$ cat src/hw/rtl/srf_pkg.sv
// Shared types, constants and helper functions of the scan report FIFO.
// No dependencies; used by every module of the block.
package srf_pkg;

    localparam int FIFO_DEPTH_DEF = 16;
    localparam int PAYLOAD_LIMIT  = 31;
    localparam int PAY_WORDS      = 4;
    localparam int WORD_W         = 64;
    localparam int MAC_W          = 48;
    localparam int RSSI_W         = 8;
    localparam int LEN_IN_W       = 8;
    localparam int LEN_W          = 5;
    localparam int DROP_W         = 32;

    localparam logic OP_PUSH = 1'b0;
    localparam logic OP_POP  = 1'b1;

    typedef enum logic [1:0] {
        ST_OK       = 2'd0,
        ST_EMPTY    = 2'd1,
        ST_FULL     = 2'd2,
        ST_TOO_LONG = 2'd3
    } t_status;

    // One stored report as it sits in a memory entry.
    typedef struct packed {
        logic [MAC_W-1:0]                  mac;
        logic [RSSI_W-1:0]                 rssi;
        logic [LEN_W-1:0]                  len;
        logic [PAY_WORDS-1:0][WORD_W-1:0]  payload;
    } t_slot;

    // Bookkeeping events raised by the datapath for one accepted item.
    typedef struct packed {
        logic    push_ok;
        logic    pop_ok;
        logic    drop;
        logic    err_set;
        t_status err_kind;
    } t_evt;

    typedef struct packed {
        logic full;
        logic empty;
    } t_flags;

    // Keeps the bytes of payload word w that lie below len.
    function automatic logic [WORD_W-1:0] word_mask(input logic [LEN_W-1:0] len,
                                                    input logic [1:0] w);
        logic [WORD_W-1:0] m;
        logic [LEN_W:0]    pos;
        m = '0;
        for (int b = 0; b < 8; b++) begin
            pos = {1'b0, w, 3'(b)};
            if (pos < {1'b0, len}) begin
                m[b*8 +: 8] = 8'hFF;
            end
        end
        return m;
    endfunction

endpackage

$ cat src/hw/rtl/srf_stat.sv
// Ring pointers, fill count, drop counter, high-water mark and sticky error.
// Depends on srf_pkg for the event and flag structs.
module srf_stat #(
    parameter int FIFO_DEPTH = srf_pkg::FIFO_DEPTH_DEF,
    parameter int IDX_W      = $clog2(FIFO_DEPTH),
    parameter int CNT_W      = $clog2(FIFO_DEPTH + 1)
) (
    input  logic                        i_clk,
    input  logic                        i_rst_n,
    input  srf_pkg::t_evt               i_evt,
    output logic [IDX_W-1:0]            o_wr_idx,
    output logic [IDX_W-1:0]            o_rd_idx,
    output logic [CNT_W-1:0]            o_count,
    output logic [srf_pkg::DROP_W-1:0]  o_drop,
    output logic [CNT_W-1:0]            o_peak,
    output srf_pkg::t_status            o_err,
    output srf_pkg::t_flags             o_flags
);

    logic [IDX_W-1:0]           r_wr_idx, n_wr_idx;
    logic [IDX_W-1:0]           r_rd_idx, n_rd_idx;
    logic [CNT_W-1:0]           r_count,  n_count;
    logic [srf_pkg::DROP_W-1:0] r_drop,   n_drop;
    logic [CNT_W-1:0]           r_peak,   n_peak;
    srf_pkg::t_status           r_err,    n_err;

    always_comb begin
        n_wr_idx = r_wr_idx;
        n_rd_idx = r_rd_idx;
        n_count  = r_count;
        n_drop   = r_drop;
        n_peak   = r_peak;
        n_err    = r_err;
        if (i_evt.push_ok) begin
            n_wr_idx = (r_wr_idx == IDX_W'(FIFO_DEPTH - 1)) ? '0 : r_wr_idx + 1'b1;
            n_count  = r_count + 1'b1;
        end
        if (i_evt.pop_ok) begin
            n_rd_idx = (r_rd_idx == IDX_W'(FIFO_DEPTH - 1)) ? '0 : r_rd_idx + 1'b1;
            n_count  = r_count - 1'b1;
            // The peak is sampled before the count drops.
            if (r_count > r_peak) begin
                n_peak = r_count;
            end
        end
        if (i_evt.drop && (r_drop != '1)) begin
            n_drop = r_drop + 1'b1;
        end
        if (i_evt.err_set) begin
            n_err = i_evt.err_kind;
        end
    end

    always_ff @(posedge i_clk) begin
        if (!i_rst_n) begin
            r_wr_idx <= '0;
            r_rd_idx <= '0;
            r_count  <= '0;
            r_drop   <= '0;
            r_peak   <= '0;
            r_err    <= srf_pkg::ST_OK;
        end else begin
            r_wr_idx <= n_wr_idx;
            r_rd_idx <= n_rd_idx;
            r_count  <= n_count;
            r_drop   <= n_drop;
            r_peak   <= n_peak;
            r_err    <= n_err;
        end
    end

    assign o_wr_idx      = r_wr_idx;
    assign o_rd_idx      = r_rd_idx;
    assign o_count       = r_count;
    assign o_drop        = r_drop;
    assign o_peak        = r_peak;
    assign o_err         = r_err;
    assign o_flags.full  = (r_count == CNT_W'(FIFO_DEPTH));
    assign o_flags.empty = (r_count == '0);

endmodule

$ cat config.mk
export PLATFORM = sky130hd
export DESIGN_NAME = srf_stat
export DESIGN_NICKNAME = d
export VERILOG_FILES = /design/src/hw/rtl/srf_pkg.sv /design/src/hw/rtl/srf_stat.sv
export SDC_FILE = /design/constraint.sdc
export NUM_CORES = 1
export LEC_CHECK = 0
export ABC_CLOCK_PERIOD_IN_PS = 1850
export BUFFER_PORTS_ARGS = -buffer_cell sky130_fd_sc_hd__buf_2
export CORE_MARGIN = 2
export CORE_UTILIZATION = 45
export CTS_CLUSTER_SIZE = 40
export DETAILED_ROUTE_END_ITERATION = 16
export PLACE_DENSITY = 0.71
export SETUP_SLACK_MARGIN = 0.02
export SKIP_CTS_REPAIR_TIMING = 1
export SKIP_LAST_GASP = 1
export SLEW_MARGIN = 10
export SYNTH_ARGS = -nofsm -noshare
export SYNTH_HDL_FRONTEND = slang
export SYNTH_SLANG_ARGS = --single-unit
$ cat constraint.sdc
create_clock -name i_clk -period 1.85 [get_ports i_clk]
set_input_delay 0 -clock i_clk [delete_from_list [all_inputs] [get_ports i_clk]]
set_output_delay 0 -clock i_clk [all_outputs]
set_load 0.1 [all_outputs]
Word-level counts from Yosys, hierarchy flattened. Index checks and enable logic that the tools add are counted.

Output and inout bits: 54. Word-level logic and storage cells: 24. Bits in registers: 52.

Mux-type cells: 4. Add/subtract/negate cells: 5. Equality and inequality tests: 4. Magnitude comparators: 1. Reductions and logical operators: 4.

Operators with widths (number): 32-bit by 1-bit adder with 32-bit output, second input constant (1); 32-bit inequality test, second input constant (1); 5-bit 2-to-1 mux (2); 4-bit by 1-bit adder with 4-bit output, second input constant (2); 4-bit == test, second input constant (2); 4-bit 2-to-1 mux (2); 5-bit by 1-bit adder with 5-bit output, second input constant (1); 5-bit == test, second input constant (1); 5-bit greater-than comparator (1); 5-bit logical NOT (1); 5-bit by 1-bit subtractor with 5-bit output, second input constant (1); 2-bit AND reduction (1); 2-bit nonzero test (1); 1-bit logical AND (1).

Depth between registers and ports, before layout.
Depth after elaboration: 3. Depth in mapped cells: 8. Gate-level depth less buffers: 7.

Least setup slack after synthesis. No wires, ideal clock.

Path type: register to register. Start: register r_drop (netlist bit o_drop[13]). End: register r_drop (netlist bit o_drop[26]). Data arrival time: 2.451 ns. Required time: 1.779 ns. Slack: -0.672 ns. Library setup time: 0.071 ns. Stages on the path, launching flop included: 6. Period minus slack after synthesis: 2.522 ns. Cell sequence: dfxtp_1 nand3_2 nor4_4 o2111ai_2 or4_1 a21oi_1.

Word-level cells in the longest chain between the ends: 2. Elaborated cells on any way between the ends: 3.

RTL lines: start, declared (RTL line srf_stat.sv:23) `logic [srf_pkg::DROP_W-1:0] r_drop, n_drop;`; start signal, assigned (RTL line srf_stat.sv:66) `r_drop <= n_drop;`; parallel branches: the longest is 2 deep, another holds 32-bit by 1-bit adder with 32-bit output.

Several ways; the timed one is not identified. A chain may end at the register's enable or synchronous reset.

Worst setup path after layout.
Start: register r_drop (netlist bit o_drop[0]). End: register r_drop (netlist bit o_drop[20]).

Same word-level chain as after synthesis.

==> reports/metrics.cfg <==
[setup_path]
end_kind = register
cp_cell_sequence = ha_4, and3_4, buf_6, nand2_1, a31o_4, or4_1, a21oi_1
path_class = reg2reg
cp.required_ns = 2.08
cp_slowest_cell = or4_1
arrival_ns = 2.00
critical_path_peak_fanout = 4
slowest_delay_ns = 0.47
r2r_cells = 7
cp-start-kind = register

[hold_path]
min_path_type = in2reg
worstHoldPathCells = 3

[final_layout]
area_growth_pct = 31.5
multi_input_area_mm2 = 0.00168
num-nets-final = 425
drive_above_1_share_pct = 37.2
num_antenna_cells = 0
seqCellArea_mm2 = 0.00118
nFillCells = 520

[pwr]
p_leak_nw = 1.43
combPwrFrac_pct = 28.9
pwr-share-clk_pct = 27.9
powerDensity_mw_per_mm2 = 768
seqPwrFrac_pct = 43.3
power_mw = 2.78
p_int_mw = 1.74
p_switching_mw = 1.04
p_sw_share_pct = 37.4
vdd_drop_max_uv = 616

[routing]
viasPerCell = 5.62
drcViolationCount = 0
drt-initial-drc-count = 137
ant_nets = 0
wl_um = 6590
routedWlPerCell_um = 13.7
drt-pass1-iter-count = 4
vias = 2704

[sta]
maxSlewHeadroom_pct = 67.1
final-setup-viol-count = 0
drv_slew = 0
fmax_mhz = 565
setup_tns_ns = 0
finalCriticalPeriod_ns = 1.77
clock_skew_ns = 0.0126
rsz0062_at_grt = yes
fin_crit_sh_pct = 95.7
final.setup.worst_slack_ns = 0.0803
finalHoldWorstSlack_ns = -0.0245
hold_violations = 1
worst_slew_pin_slew_ns = 0.497

[clocking]
clock-root-buffer = clkbuf_8
htree_levels = 2
cts_tree = yes
clk_pin_slew_ns = 0.10
cts.sinks = 52
clkLatencyLatePin_ns = 0.31
cts.path.max_buffers = 2
cts_buffers = 5

[floorplanning]
dieArea_mm2 = 0.00675
core_area_mm2 = 0.00592
start_util_pct = 46.4
rows = 28
die_y_um = 82.1
die_x_um = 82.1
pin_count = 62

[yosys]
ys_seq_area_share_pct = 37.9
synth_edf_count = 0
ys_ff_latch = 52
ys_types = 48
synth_cells = 327
avgSynthCellArea_um2 = 8.40
synthFlopType = dfxtp_1
ys_warn_count = 0
syn_area_mm2 = 0.00275
syn-num-nets = 347
synth_async_sr_flop_share_pct = 0

[grt]
grtUsageMet3_pct = 4.78
use_met1_pct = 27.7
grt.total_usage_pct = 20.2
use_met2_pct = 32.0
grt_pass1_vias = 2309
antenna_found_initial = 0
grt_max_degree = 35
grt-ovfl-total = 0
grt-busiest-layer = met2
grt_first_pass_wirelength_um = 10700

[place]
hpwl_um = 4690
port_buffers = 61
pre_cts_slack_ns = -0.00757
place.gp.congestion = 0.802

[outcome]
status = finished, violations left
violations = negative hold slack

[job]
cap_violations = 0

## synthesized netlist by cell type (4+ instances only)
cell | number | area share (%)
o21ai_0 | 14 | 2.6
nor4_1 | 8 | 1.8
clkbuf_1 | 9 | 1.2
ha_1 | 11 | 5.0
nor2b_1 | 5 | 1.1
nand3_1 | 8 | 1.5
or4_1 | 6 | 1.6
nand2b_1 | 7 | 1.6
nor3_1 | 5 | 0.91
xor2_1 | 4 | 1.3
nand2_1 | 43 | 5.9
o21a_1 | 5 | 1.4
xnor2_1 | 4 | 1.3
or3_1 | 12 | 2.7
a21oi_1 | 27 | 4.9
o31ai_1 | 7 | 1.9
nand4_1 | 12 | 2.7
inv_1 | 12 | 1.6
mux2i_1 | 17 | 6.2
o31a_1 | 4 | 1.3
dfxtp_1 | 52 | 38
nor2_1 | 22 | 3.0
## worst max-delay path, delay by kind of cell, from the launching register on
| kind | cells | cell delay (ns) |
|---|---|---|
| and+or+nand+nor | 3 | 0.70 |
| buffers and inverters | 1 | 0.09 |
| adders and majority gates | 1 | 0.13 |
| DFF | 1 | 0.37 |
| AOI/OAI and AO/OA | 2 | 0.41 |
## sequential cells by signal, summed over array words and instances (netlist names)
name,cells
o_drop,32
o_count,5
o_peak,5
o_rd_idx,4
o_wr_idx,4
o_err,2
## per-layer routing
metal  up-vias  share of wire [%]
met5         -                  0
met2        71                 47
met1      1280                 47
met3         5                5.1
li1       1348                  -
met4         0               0.88
## final cells by class
type | instances | area share [%]
clock buffer | 7 | 2.98
clock inverter | 1 | 0.242
inverter | 13 | 1.35
multi-input combinational | 249 | 46.4
sequential | 52 | 32.5
tap | 75 | 2.60
timing repair buffer | 84 | 13.9
## per-stage QoR
step           area, µm²  instances  util (%)
2_1_floorplan       2900        327         -
3_3_place_gp        3350        467      56.7
3_5_place_dp        3350        467      56.7
4_1_cts             3470        475      58.6
5_1_grt             3610        481      61.0
6_report            3610        481      61.0
## worst paths after layout
check	from	slack, ns	end
min reg2reg	o_peak[0]	0.47	o_peak[0]
max	o_drop[0]	0.08	o_drop[20]
max reg2reg	o_drop[0]	0.08	o_drop[20]
min	i_evt[2]	-0.02	o_err[1]
## power by group through the flow
stage               Combinational, mW  Clock [mW]  Sequential (mW)
finish                          0.801       0.774             1.20
global route                    0.865       0.842             1.21
CTS                             0.793       0.797             1.20
detailed placement              0.791           0             1.23
global placement                0.781           0             1.23
floorplan                       0.321           0             1.55
## logic make-up (layout without fill, tap and decap cells)
group	count (synthesis)	in the layout	share of synthesized area, %
multiplexers	17	17	6.19
flip-flops	52	52	37.9
buffers and inverters	26	105	4.14
AO/OA/AOI/OAI	67	67	14.8
adder cells (fa/ha/maj)	12	12	5.74
AND/OR/NAND/NOR	145	145	28.6
XOR/XNOR	8	8	2.55
## cells in the final DEF, fill, tap and decap left out, drive strengths merged
cell type and instances:
and2 2, a21oi 27, nand2 44, o211ai 1, or2 2, clkbuf 7, and4 1, nor2b 5
fa 1, or3 12, nand2b 7, a31o 1, nor3 6, nand4 12, nor3b 1, dlygate4sd3 3
o31a 4, dfxtp 52, nand3 10, nor4 10, a311oi 1, o31ai 7, nor2 22, a21o 1
inv 12, mux2i 17, clkinv 2, ha 11, and3 2, or4b 1, buf 81, o21a 5
o2111ai 2, a31oi 1, xnor2 4, nor4b 2, o21ai 17, xor2 4, or4 6
(Power assumes the default switching activity.)
